--- config.mk ---
export PLATFORM = sky130hd
export DESIGN_NAME = serial_hid_frame_receiver_top
export DESIGN_NICKNAME = d
export VERILOG_FILES = /design/src/design/shfr_pkg.sv /design/src/design/serial_hid_frame_receiver_top.sv /design/src/design/shfr_front.sv /design/src/design/shfr_queue.sv /design/src/design/shfr_back.sv
export VERILOG_INCLUDE_DIRS = /design/src /design/src/design
export SDC_FILE = /design/constraint.sdc
export NUM_CORES = 1
export LEC_CHECK = 0
export BUFFER_PORTS_ARGS = -buffer_cell sky130_fd_sc_hd__buf_2
export CORE_ASPECT_RATIO = 1.1
export CORE_MARGIN = 2
export CORE_UTILIZATION = 45
export CTS_CLUSTER_DIAMETER = 40
export DETAILED_ROUTE_END_ITERATION = 6
export GPL_TIMING_DRIVEN = 0
export SLEW_MARGIN = 20
export SYNTH_ARGS = -nofsm -noshare
export SYNTH_HDL_FRONTEND = slang
export SYNTH_SLANG_ARGS = --single-unit
--- constraint.sdc ---
create_clock -name clk -period 4.2 [get_ports clk]
set_clock_uncertainty 0.1 [all_clocks]
set_input_delay 0.42 -clock clk [delete_from_list [all_inputs] [get_ports clk]]
set_output_delay 0.42 -clock clk [all_outputs]
set_load 0.03 [all_outputs]
--- src/design/serial_hid_frame_receiver_top_defines.svh ---
// Assertion macros for the serial HID frame receiver.
// Included by the top level; assumes signals named clk and rst_n in scope.
`ifndef SERIAL_HID_FRAME_RECEIVER_TOP_DEFINES_SVH
`define SERIAL_HID_FRAME_RECEIVER_TOP_DEFINES_SVH

// Same-cycle implication, checked outside reset.
`define SHFR_ASSERT_IMPL(lbl, ante, cons, msg) \
  lbl: assert property (@(posedge clk) disable iff (!rst_n) (ante) |-> (cons)) else $error(msg);

// Next-cycle implication, checked outside reset.
`define SHFR_ASSERT_NEXT(lbl, ante, cons, msg) \
  lbl: assert property (@(posedge clk) disable iff (!rst_n) (ante) |=> (cons)) else $error(msg);

`endif

--- src/design/shfr_pkg.sv ---
// Shared types and constants of the serial HID frame receiver.
// No dependencies; imported by every module of the block.
`default_nettype none

package shfr_pkg;

  // Frame store size and register defaults.
  localparam int MAX_FRAME_BYTES_DEF = 8;
  localparam logic [12:0] EXPECTED_LENGTH_RST = 13'd8;
  localparam logic [3:0] RETRY_LIMIT_RST = 4'd3;

  // Configuration register indexes.
  localparam int CFG_IDX_W = 1;
  localparam int CFG_DATA_W = 13;
  localparam logic [CFG_IDX_W-1:0] REG_EXPECTED_LENGTH = 1'd0;
  localparam logic [CFG_IDX_W-1:0] REG_RETRY_LIMIT = 1'd1;

  // Result kinds.
  localparam logic [2:0] KIND_DATA = 3'd0;
  localparam logic [2:0] KIND_ACK = 3'd1;
  localparam logic [2:0] KIND_NACK = 3'd2;
  localparam logic [2:0] KIND_DONE = 3'd3;
  localparam logic [2:0] KIND_SYNC = 3'd4;
  localparam logic [2:0] KIND_FAIL = 3'd5;

  // Line tokens and type byte fields.
  localparam logic [7:0] TOK_SYNC = 8'h16;
  localparam logic [7:0] TOK_ACK = 8'h06;
  localparam logic [7:0] TOK_NACK = 8'h15;
  localparam int TYPE_FINAL_BIT = 7;
  localparam logic [6:0] TYPE_NOTIFY = 7'h05;
  localparam logic [12:0] COUNT_MAX = 13'h1FFF;
  localparam logic [3:0] RETRY_MAX = 4'hF;

  // Command queue depth.
  localparam int QUEUE_DEPTH = 2;

  // Receive phase of the front end.
  typedef enum logic [1:0] {
    FP_TYPE,
    FP_LEN,
    FP_DATA,
    FP_CHECK
  } fph_t;

  // Token that follows the released data bytes.
  typedef enum logic [1:0] {
    MID_NONE,
    MID_ACK,
    MID_NACK,
    MID_SYNC
  } mid_t;

  // Closing result of a command.
  typedef enum logic [1:0] {
    TAIL_NONE,
    TAIL_DONE,
    TAIL_FAIL
  } tail_t;

  // Step of the back end while it plays out a command.
  typedef enum logic [1:0] {
    BS_DATA,
    BS_MID,
    BS_TAIL,
    BS_END
  } bstep_t;

  // One command: all results that a single received byte causes.
  typedef struct packed {
    logic [3:0] n_data;
    mid_t mid;
    tail_t tail;
    logic [12:0] msg_bytes;
  } cmd_t;

endpackage

`default_nettype wire

--- src/design/serial_hid_frame_receiver_top.sv ---
// Serial HID frame receiver: byte deframer with ACK/NACK and data release.
// Usage:
//   Input channel in_valid/in_stall/in_rx_byte carries one received byte per
//   request. Output channel out_valid/out_stall carries one result per request
//   (kind, value, message_bytes, last); last marks the final result of a byte.
//   cfg_we/cfg_index/cfg_wdata write expected_length (index 0) and
//   retry_limit (index 1); write them only while the block is idle.
// Timing:
//   Bytes are taken one per cycle while no command is draining. A byte that
//   causes results goes through the command queue, the back-end command register and
//   the output register; a checksum byte releasing N data bytes produces N+1 or N+2
//   results, one per cycle while out_stall is low, after the back end loads the command.
//   A byte in the data phase of a frame is held off until the back end has
//   drained every queued command, since it reads the frame store; other bytes
//   are held off only while the two-entry command queue is full.
// Reset and stall:
//   Reset (synchronous) empties the queue and output register and restores
//   budget 8 and retry limit 3. A high out_stall holds the output register and
//   pauses the back end; bytes outside the data phase still enter until the queue fills.
`default_nettype none

module serial_hid_frame_receiver_top #(
  parameter int MAX_FRAME_BYTES = shfr_pkg::MAX_FRAME_BYTES_DEF
) (
  input  wire logic clk,
  input  wire logic rst_n,
  input  wire logic in_valid,
  output logic in_stall,
  input  wire logic [7:0] in_rx_byte,
  output logic out_valid,
  input  wire logic out_stall,
  output logic [2:0] out_kind,
  output logic [7:0] out_value,
  output logic [12:0] out_message_bytes,
  output logic out_last,
  input  wire logic cfg_we,
  input  wire logic [shfr_pkg::CFG_IDX_W-1:0] cfg_index,
  input  wire logic [shfr_pkg::CFG_DATA_W-1:0] cfg_wdata
);
  import shfr_pkg::*;

`include "serial_hid_frame_receiver_top_defines.svh"

  logic push;
  cmd_t push_cmd;
  logic pop;
  logic q_valid;
  logic q_full;
  cmd_t q_cmd;
  logic back_busy;
  logic drain_busy;
  logic store_wr;
  logic [MAX_FRAME_BYTES-1:0][7:0] store;

  assign drain_busy = back_busy || q_valid;

  // Front end: framing and state.
  shfr_front #(
    .MAX_FRAME_BYTES(MAX_FRAME_BYTES)
  ) u_front (
    .clk(clk),
    .rst_n(rst_n),
    .in_valid(in_valid),
    .in_stall(in_stall),
    .in_rx_byte(in_rx_byte),
    .cfg_we(cfg_we),
    .cfg_index(cfg_index),
    .cfg_wdata(cfg_wdata),
    .q_full(q_full),
    .drain_busy(drain_busy),
    .push(push),
    .push_cmd(push_cmd),
    .store(store),
    .store_wr(store_wr)
  );

  // Command queue.
  shfr_queue u_queue (
    .clk(clk),
    .rst_n(rst_n),
    .push(push),
    .push_cmd(push_cmd),
    .pop(pop),
    .q_valid(q_valid),
    .q_full(q_full),
    .q_cmd(q_cmd)
  );

  // Back end: result playout.
  shfr_back #(
    .MAX_FRAME_BYTES(MAX_FRAME_BYTES)
  ) u_back (
    .clk(clk),
    .rst_n(rst_n),
    .q_valid(q_valid),
    .q_cmd(q_cmd),
    .pop(pop),
    .store(store),
    .busy(back_busy),
    .out_valid(out_valid),
    .out_stall(out_stall),
    .out_kind(out_kind),
    .out_value(out_value),
    .out_message_bytes(out_message_bytes),
    .out_last(out_last)
  );

  // The queue never takes a command while it is full.
  `SHFR_ASSERT_IMPL(a_no_overflow, push, !q_full, "command pushed into a full queue")

  // The frame store is never written while a command may still read it.
  `SHFR_ASSERT_IMPL(a_store_free, store_wr, !drain_busy, "frame store written during drain")

  // Done and failure always close the results of a byte.
  `SHFR_ASSERT_IMPL(a_end_is_last,
    out_valid && ((out_kind == KIND_DONE) || (out_kind == KIND_FAIL)), out_last,
    "done or failure result not marked last")

  // A popped command is always played out by the back end.
  `SHFR_ASSERT_NEXT(a_pop_busy, pop, back_busy, "back end idle after taking a command")

endmodule

`default_nettype wire

--- src/design/shfr_front.sv ---
// Front end: accepts received bytes, runs the framing state machine,
// fills the frame store and pushes commands. Depends on shfr_pkg.
`default_nettype none

module shfr_front #(
  parameter int MAX_FRAME_BYTES = shfr_pkg::MAX_FRAME_BYTES_DEF
) (
  input  wire logic clk,
  input  wire logic rst_n,
  input  wire logic in_valid,
  output logic in_stall,
  input  wire logic [7:0] in_rx_byte,
  input  wire logic cfg_we,
  input  wire logic [shfr_pkg::CFG_IDX_W-1:0] cfg_index,
  input  wire logic [shfr_pkg::CFG_DATA_W-1:0] cfg_wdata,
  input  wire logic q_full,
  input  wire logic drain_busy,
  output logic push,
  output shfr_pkg::cmd_t push_cmd,
  output logic [MAX_FRAME_BYTES-1:0][7:0] store,
  output logic store_wr
);
  import shfr_pkg::*;

  localparam int IDX_W = (MAX_FRAME_BYTES > 1) ? $clog2(MAX_FRAME_BYTES) : 1;
  localparam logic [3:0] MAX_LEN = 4'(MAX_FRAME_BYTES);

  fph_t phase_r, phase_nxt;
  logic [7:0] frame_type_r, frame_type_nxt;
  logic [3:0] frame_length_r, frame_length_nxt;
  logic [3:0] bytes_in_frame_r, bytes_in_frame_nxt;
  logic [7:0] running_xor_r, running_xor_nxt;
  logic [3:0] retry_count_r, retry_count_nxt;
  logic [12:0] message_count_r, message_count_nxt;
  logic [12:0] budget_left_r, budget_left_nxt;
  logic [12:0] expected_length_r, expected_length_nxt;
  logic [3:0] retry_limit_r, retry_limit_nxt;
  logic [MAX_FRAME_BYTES-1:0][7:0] store_r;

  logic accept;
  logic new_msg;
  logic [13:0] count_sum;
  logic [12:0] count_sat;
  logic [12:0] budget_sub;
  logic [3:0] retry_inc;
  logic [3:0] next_bytes;

  // Data bytes wait while the back end may still read the store.
  assign in_stall = q_full || ((phase_r == FP_DATA) && drain_busy);
  assign accept = in_valid && !in_stall;
  assign store = store_r;
  assign store_wr = accept && (phase_r == FP_DATA) && (bytes_in_frame_r < MAX_LEN);

  // Arithmetic used at the checksum byte.
  assign count_sum = {1'b0, message_count_r} + {10'd0, frame_length_r};
  assign count_sat = count_sum[13] ? COUNT_MAX : count_sum[12:0];
  assign budget_sub = (budget_left_r > {9'd0, frame_length_r}) ?
                      budget_left_r - {9'd0, frame_length_r} : 13'd0;
  assign retry_inc = (retry_count_r < RETRY_MAX) ? retry_count_r + 4'd1 : retry_count_r;
  assign next_bytes = bytes_in_frame_r + 4'd1;

  // Framing state machine: next state and command to push.
  always_comb begin
    phase_nxt = phase_r;
    frame_type_nxt = frame_type_r;
    frame_length_nxt = frame_length_r;
    bytes_in_frame_nxt = bytes_in_frame_r;
    running_xor_nxt = running_xor_r;
    retry_count_nxt = retry_count_r;
    message_count_nxt = message_count_r;
    budget_left_nxt = budget_left_r;
    expected_length_nxt = expected_length_r;
    retry_limit_nxt = retry_limit_r;
    push = 1'b0;
    push_cmd = '{n_data: 4'd0, mid: MID_NONE, tail: TAIL_NONE, msg_bytes: 13'd0};
    new_msg = 1'b0;

    if (accept) begin
      case (phase_r)
        FP_TYPE: begin
          if ((budget_left_r == 13'd0) || (retry_count_r >= retry_limit_r)) begin
            push = 1'b1;
            push_cmd.tail = TAIL_FAIL;
            new_msg = 1'b1;
          end else if (in_rx_byte == TOK_SYNC) begin
            push = 1'b1;
            push_cmd.mid = MID_SYNC;
            new_msg = 1'b1;
          end else begin
            frame_type_nxt = in_rx_byte;
            running_xor_nxt = 8'd0;
            bytes_in_frame_nxt = 4'd0;
            phase_nxt = FP_LEN;
          end
        end
        FP_LEN: begin
          if ((in_rx_byte[7:4] != in_rx_byte[3:0]) || (in_rx_byte[3:0] > MAX_LEN)) begin
            push = 1'b1;
            push_cmd.tail = TAIL_FAIL;
            new_msg = 1'b1;
          end else begin
            frame_length_nxt = in_rx_byte[3:0];
            phase_nxt = (in_rx_byte[3:0] == 4'd0) ? FP_CHECK : FP_DATA;
          end
        end
        FP_DATA: begin
          running_xor_nxt = running_xor_r ^ in_rx_byte;
          bytes_in_frame_nxt = next_bytes;
          if (next_bytes >= frame_length_r) begin
            phase_nxt = FP_CHECK;
          end
        end
        FP_CHECK: begin
          phase_nxt = FP_TYPE;
          push = 1'b1;
          if (in_rx_byte == running_xor_r) begin
            retry_count_nxt = 4'd0;
            push_cmd.mid = MID_ACK;
            // Notification frames are acknowledged and their data dropped.
            if (frame_type_r[6:0] != TYPE_NOTIFY) begin
              push_cmd.n_data = frame_length_r;
              message_count_nxt = count_sat;
              budget_left_nxt = budget_sub;
              if (frame_type_r[TYPE_FINAL_BIT]) begin
                push_cmd.tail = TAIL_DONE;
                push_cmd.msg_bytes = count_sat;
                new_msg = 1'b1;
              end else if (budget_sub == 13'd0) begin
                push_cmd.tail = TAIL_FAIL;
                new_msg = 1'b1;
              end
            end
          end else begin
            push_cmd.mid = MID_NACK;
            retry_count_nxt = retry_inc;
            if (retry_inc >= retry_limit_r) begin
              push_cmd.tail = TAIL_FAIL;
              new_msg = 1'b1;
            end
          end
        end
        default: begin
          phase_nxt = FP_TYPE;
        end
      endcase
    end

    // A new message clears the retry and byte counts and reloads the budget.
    if (new_msg) begin
      phase_nxt = FP_TYPE;
      retry_count_nxt = 4'd0;
      message_count_nxt = 13'd0;
      budget_left_nxt = expected_length_r;
    end

    // Register writes; the budget reloads at once between messages.
    if (cfg_we) begin
      case (cfg_index)
        REG_EXPECTED_LENGTH: begin
          expected_length_nxt = cfg_wdata;
          if ((phase_r == FP_TYPE) && (message_count_r == 13'd0)) begin
            budget_left_nxt = cfg_wdata;
          end
        end
        REG_RETRY_LIMIT: begin
          retry_limit_nxt = cfg_wdata[3:0];
        end
        default: begin
          retry_limit_nxt = retry_limit_r;
        end
      endcase
    end
  end

  // Control and counter state.
  always_ff @(posedge clk) begin
    if (!rst_n) begin
      phase_r <= FP_TYPE;
      frame_type_r <= 8'd0;
      frame_length_r <= 4'd0;
      bytes_in_frame_r <= 4'd0;
      running_xor_r <= 8'd0;
      retry_count_r <= 4'd0;
      message_count_r <= 13'd0;
      budget_left_r <= EXPECTED_LENGTH_RST;
      expected_length_r <= EXPECTED_LENGTH_RST;
      retry_limit_r <= RETRY_LIMIT_RST;
    end else begin
      phase_r <= phase_nxt;
      frame_type_r <= frame_type_nxt;
      frame_length_r <= frame_length_nxt;
      bytes_in_frame_r <= bytes_in_frame_nxt;
      running_xor_r <= running_xor_nxt;
      retry_count_r <= retry_count_nxt;
      message_count_r <= message_count_nxt;
      budget_left_r <= budget_left_nxt;
      expected_length_r <= expected_length_nxt;
      retry_limit_r <= retry_limit_nxt;
    end
  end

  // Frame store: payload only, written at the current byte position.
  always_ff @(posedge clk) begin
    if (store_wr) begin
      store_r[bytes_in_frame_r[IDX_W-1:0]] <= in_rx_byte;
    end
  end

endmodule

`default_nettype wire

--- src/design/shfr_queue.sv ---
// Two-entry command queue between the front and back ends.
// Depends on shfr_pkg for the command type.
`default_nettype none

module shfr_queue (
  input  wire logic clk,
  input  wire logic rst_n,
  input  wire logic push,
  input  wire shfr_pkg::cmd_t push_cmd,
  input  wire logic pop,
  output logic q_valid,
  output logic q_full,
  output shfr_pkg::cmd_t q_cmd
);
  import shfr_pkg::*;

  localparam int CNT_W = $clog2(QUEUE_DEPTH + 1);
  localparam logic [CNT_W-1:0] CNT_ONE = CNT_W'(1);
  localparam logic [CNT_W-1:0] CNT_FULL = CNT_W'(QUEUE_DEPTH);

  cmd_t ent0_r, ent0_nxt;
  cmd_t ent1_r, ent1_nxt;
  logic [CNT_W-1:0] count_r, count_nxt;

  assign q_valid = (count_r != '0);
  assign q_full = (count_r == CNT_FULL);
  assign q_cmd = ent0_r;

  // Head always sits in entry 0; a pop shifts the second entry forward.
  always_comb begin
    ent0_nxt = ent0_r;
    ent1_nxt = ent1_r;
    count_nxt = count_r;
    case ({push, pop})
      2'b10: begin
        if (count_r == '0) begin
          ent0_nxt = push_cmd;
        end else begin
          ent1_nxt = push_cmd;
        end
        count_nxt = count_r + CNT_ONE;
      end
      2'b01: begin
        ent0_nxt = ent1_r;
        count_nxt = count_r - CNT_ONE;
      end
      2'b11: begin
        if (count_r == CNT_ONE) begin
          ent0_nxt = push_cmd;
        end else begin
          ent0_nxt = ent1_r;
          ent1_nxt = push_cmd;
        end
      end
      default: begin
        count_nxt = count_r;
      end
    endcase
  end

  // Occupancy count.
  always_ff @(posedge clk) begin
    if (!rst_n) begin
      count_r <= '0;
    end else begin
      count_r <= count_nxt;
    end
  end

  // Entries are payload.
  always_ff @(posedge clk) begin
    ent0_r <= ent0_nxt;
    ent1_r <= ent1_nxt;
  end

endmodule

`default_nettype wire

--- src/design/shfr_back.sv ---
// Back end: pops commands and plays out their results one per cycle, while
// out_stall does not hold it, into the output register. Depends on shfr_pkg.
`default_nettype none

module shfr_back #(
  parameter int MAX_FRAME_BYTES = shfr_pkg::MAX_FRAME_BYTES_DEF
) (
  input  wire logic clk,
  input  wire logic rst_n,
  input  wire logic q_valid,
  input  wire shfr_pkg::cmd_t q_cmd,
  output logic pop,
  input  wire logic [MAX_FRAME_BYTES-1:0][7:0] store,
  output logic busy,
  output logic out_valid,
  input  wire logic out_stall,
  output logic [2:0] out_kind,
  output logic [7:0] out_value,
  output logic [12:0] out_message_bytes,
  output logic out_last
);
  import shfr_pkg::*;

  localparam int IDX_W = (MAX_FRAME_BYTES > 1) ? $clog2(MAX_FRAME_BYTES) : 1;

  logic busy_r, busy_nxt;
  bstep_t step_r, step_nxt;
  cmd_t cmd_r, cmd_nxt;
  logic [3:0] idx_r, idx_nxt;
  logic out_valid_r, out_valid_nxt;
  logic [2:0] kind_r, kind_nxt;
  logic [7:0] value_r, value_nxt;
  logic [12:0] msg_r, msg_nxt;
  logic last_r, last_nxt;
  logic adv;
  bstep_t follow;

  // Step that comes once the data bytes of a command are out.
  function automatic bstep_t after_data(input cmd_t c);
    bstep_t s;
    if (c.mid != MID_NONE) begin
      s = BS_MID;
    end else if (c.tail != TAIL_NONE) begin
      s = BS_TAIL;
    end else begin
      s = BS_END;
    end
    return s;
  endfunction

  // Step that comes after the token.
  function automatic bstep_t after_mid(input cmd_t c);
    bstep_t s;
    s = (c.tail != TAIL_NONE) ? BS_TAIL : BS_END;
    return s;
  endfunction

  assign adv = !out_valid_r || !out_stall;
  assign busy = busy_r;
  assign out_valid = out_valid_r;
  assign out_kind = kind_r;
  assign out_value = value_r;
  assign out_message_bytes = msg_r;
  assign out_last = last_r;

  // Sequencer: load a command, then emit one result per free output slot.
  always_comb begin
    busy_nxt = busy_r;
    step_nxt = step_r;
    cmd_nxt = cmd_r;
    idx_nxt = idx_r;
    out_valid_nxt = out_valid_r && out_stall;
    kind_nxt = kind_r;
    value_nxt = value_r;
    msg_nxt = msg_r;
    last_nxt = last_r;
    pop = 1'b0;
    follow = BS_END;

    if (!busy_r) begin
      if (q_valid) begin
        pop = 1'b1;
        busy_nxt = 1'b1;
        cmd_nxt = q_cmd;
        idx_nxt = 4'd0;
        step_nxt = (q_cmd.n_data != 4'd0) ? BS_DATA : after_data(q_cmd);
      end
    end else if (adv) begin
      out_valid_nxt = 1'b1;
      msg_nxt = 13'd0;
      value_nxt = 8'd0;
      case (step_r)
        BS_DATA: begin
          kind_nxt = KIND_DATA;
          value_nxt = store[idx_r[IDX_W-1:0]];
          idx_nxt = idx_r + 4'd1;
          follow = ((idx_r + 4'd1) < cmd_r.n_data) ? BS_DATA : after_data(cmd_r);
        end
        BS_MID: begin
          case (cmd_r.mid)
            MID_ACK: begin
              kind_nxt = KIND_ACK;
              value_nxt = TOK_ACK;
            end
            MID_NACK: begin
              kind_nxt = KIND_NACK;
              value_nxt = TOK_NACK;
            end
            default: begin
              kind_nxt = KIND_SYNC;
              value_nxt = TOK_SYNC;
            end
          endcase
          follow = after_mid(cmd_r);
        end
        default: begin
          if (cmd_r.tail == TAIL_DONE) begin
            kind_nxt = KIND_DONE;
            msg_nxt = cmd_r.msg_bytes;
          end else begin
            kind_nxt = KIND_FAIL;
          end
          follow = BS_END;
        end
      endcase
      // The last result of a command is the last one of its input byte.
      last_nxt = (follow == BS_END);
      step_nxt = follow;
      busy_nxt = (follow != BS_END);
    end
  end

  // Control state.
  always_ff @(posedge clk) begin
    if (!rst_n) begin
      busy_r <= 1'b0;
      step_r <= BS_END;
      out_valid_r <= 1'b0;
    end else begin
      busy_r <= busy_nxt;
      step_r <= step_nxt;
      out_valid_r <= out_valid_nxt;
    end
  end

  // Command and output payload.
  always_ff @(posedge clk) begin
    cmd_r <= cmd_nxt;
    idx_r <= idx_nxt;
    kind_r <= kind_nxt;
    value_r <= value_nxt;
    msg_r <= msg_nxt;
    last_r <= last_nxt;
  end

endmodule

`default_nettype wire
==> results.txt <==
Slew headroom: 36.6%
DRC: 0
post-synthesis sequential area ratio: 55.5%
die area: 26400 µm²
first-pass GRT wire length: 40.8 mm
leak pwr: 4.85 nW
syn_nets: 1054
FF+latch area: 6270 µm²
clk root buf: clkbuf_16
asr flop ratio synth: 0%
clk_lat worst skew: 0.51 ns
Tcrit/Tclk final: 89.6%
total grt overflow: 0
fmax: 266 MHz
Area Growth Syn to Fin: 18.3%
Initial Util: 46.0%
Critical Path AT: 3.88 ns
core box area: 24500 µm²
Worst-Margin Slew: 0.948 ns
Max VDD drop: 269 µV
Hold Path Class: input pin to flop
critical-path cell list: inv_1 > ha_1 > clkbuf_1 > a21o_1 > or2_2 > buf_2 > nor2_1 > o31a_1 > inv_1 > ha_1 > a21oi_1 > nor2_1 > clkbuf_1 > a32oi_1 > o21ai_0
routed via count: 7695
Ys Warns: 0
Post-synth top flop: edfxtp_1
fin util: 54.4%
CP max stage delay: 0.38 ns
Yosys cell types: 75
EDFF count, synth: 156
PostCTS Resize Cnt: 0
setup violators final: 0
R2R Setup Slk: 0.44 ns
Worst EP required: 4.32 ns
count of final max-slew check failures: 0
RSZ-0062 raised after global routing: false
Synth Cell Area: 11300 µm²
Max Cap Violations: 0
Die Y: 170 µm
Die Width: 155 µm
Fillers: 2115
crit-path leading delay family: compound AO/OA/AOI/OAI gates
Fin. Hold Viols: 0
startpoint types: flop
Post-Syn Instances: 984
worst-case clock buffer depth: 3
Rows: 60
initial antenna violation count: 0
CTS Hold Bufs: 0
CTS Sinks: 235
first-pass iteration count of the detailed router: 4
GPL Wtd Cong: 0.897
Final HPWL DP: 17.5 mm
fin nets: 1148
Final ANT Viol Nets: 0
Power Density: 648 nW/µm²
Worst Setup End Kind: flop
CP bufs+invs: 5
Crit Path Max Fanout: 10
vias in the first global route: 7669
mean post-synth cell area: 11.5 µm²
slowest cell on the critical path: dfxtp_1
commonest non-fill, non-tap cell in the layout: edfxtp_1
vias per std cell: 5.43
H-tree levels: 2
io pins: 54
status: finished clean
total routed wirelength: 24.7 mm
IO Port Bufs: 53
commonest non-fill, non-tap cells in the layout: 156 x edfxtp_1, 92 x nor2_1, 79 x dfxtp_1, 75 x nand2_1, 61 x buf_2
Antenna diodes: 0
setup bufs post-CTS: 0
DR WL/cell: 17.4 µm
drt initial violations: 389
flops & latches, synth: 235
CTS buffer count: 37
share of layout cells above drive strength 1: 17.0%
PnR Total Power: 8.66 mW
critical setup path kind: flop to flop
largest net degree at the start of global routing: 29
area of the multi-input gates: 4640 µm²
clk slew on worst S/H paths: 0.06 ns
TritonCTS clock tree: built
fin crit period: 3.76 ns
All-Layer GR Usage: 19.5%
cells in the mapped netlist (4+ instances only):
cell       number  area (µm²)
a2111oi_2      10         150
a211oi_1       11        82.6
a21o_1          8        60.1
a21oi_1        43         215
a22o_1          7        61.3
a22oi_1         4        30.0
and2_1         22         138
and3_1         16         100
buf_1           9        33.8
buf_2           8        40.0
buf_6           5        56.3
clkbuf_1       35         131
dfxtp_1        79        1580
edfxtp_1      156        4680
ha_1           41         513
inv_1          35         131
mux2i_1        22         220
mux4_2         16         360
nand2_1        75         282
nand2b_1        9        56.3
nand3_1        28         140
nand3b_1       10        75.1
nand4_1         8        50.1
nor2_1         92         345
nor2b_1         9        56.3
nor3_1         31         155
nor4_1         11        68.8
nor4_4          4        85.1
o211ai_1       25         188
o21a_1         11        82.6
o21ai_0        49         245
o311ai_1        4        35.0
or2_2           5        31.3
xnor2_1        10        87.6
xor2_1         20         175
worst reg2reg max path: stages, from the launching register on:
cell and delay (ns):
dfxtp_1 0.38, inv_1 0.10, ha_1 0.20, clkbuf_1 0.29
a21o_1 0.29, or2_2 0.27, buf_2 0.19, nor2_1 0.27
o31a_1 0.29, inv_1 0.07, ha_1 0.20, a21oi_1 0.13
nor2_1 0.09, clkbuf_1 0.25, a32oi_1 0.20, o21ai_0 0.18
path summary, 6_finish.rpt:
| path | startpoint | to | depth (start not counted) |
|---|---|---|---|
| setup / recovery | u_front.phase_r[0]$_SDFFE_PP0P_ | u_queue.q_cmd[14]$_DFFE_PP_ | 15 |
| hold / removal | cfg_wdata[9] | u_front.expected_length_r[9]$_SDFFE_PN0P_ | 3 |
| setup reg to reg | u_front.phase_r[0]$_SDFFE_PP0P_ | u_queue.q_cmd[14]$_DFFE_PP_ | 15 |
| hold reg to reg | u_queue.q_cmd[12]$_DFFE_PP_ | u_back.cmd_r[12]$_DFFE_PP_ | 0 |
kinds of logic after synthesis:
group	after synthesis	synth area share, %
AO/OA/AOI/OAI	201	12.8
XOR/XNOR	30	2.33
adder cells (fa/ha/maj)	43	4.90
buffers and inverters	95	3.61
flip-flops	235	55.5
multiplexers	41	5.44
AND/OR/NAND/NOR	339	15.5
metal layers:
layer / global-route usage [%] / part of all wire [%] / vias up
met5: 0 / 0 / -
met4: 5.39 / 1.9 / 0
met3: 3.41 / 4.1 / 38
met2: 33.7 / 49 / 154
met1: 25.4 / 45 / 3643
li1: - / - / 3860
cell type report:
| cell class | instances | area share, % |
|---|---|---|
| Sequential cell | 235 | 46.9 |
| Clock buffer | 45 | 7.63 |
| Multi-Input combinational cell | 654 | 34.8 |
| Buffer | 58 | 2.01 |
| Timing Repair Buffer | 55 | 2.30 |
| Inverter | 37 | 1.04 |
| Tap cell | 310 | 2.90 |
| Clock inverter | 22 | 2.43 |
through the flow:
stage | hold slack (ns) | setup WS (ns) | TNS [ns] | instances | cell area, µm²
3_5_place_dp | 0.305 | 0.426 | 0 | 1349 | 12000
6_report | 0.0655 | 0.437 | 0 | 1416 | 13400
5_1_grt | 0.0794 | 0.0985 | 0 | 1416 | 13400
2_1_floorplan | 0.300 | 0.354 | 0 | 984 | 11300
3_3_place_gp | 0.302 | -0.336 | -7.04 | 1347 | 11900
4_1_cts | 0.0585 | 0.422 | 0 | 1416 | 13400
registers in the layout, summed over array words and instances (netlist names), 8 cells and up:
name                       cells
u_front.store                 64
u_back.cmd_r                  21
u_queue.ent1_r                21
u_queue.q_cmd                 21
u_back.out_message_bytes      13
u_front.budget_left_r         13
u_front.expected_length_r     13
u_front.message_count_r       13
u_back.out_value               8
u_front.frame_type_r           8
u_front.running_xor_r          8
power by group:
part	switching (mW)	internal (mW)	leakage, nW
clock	1.10	2.18	0.648
sequential	0.172	3.07	2.09
combinational	1.38	0.755	2.11
Power figures use the tool's default switching activity.
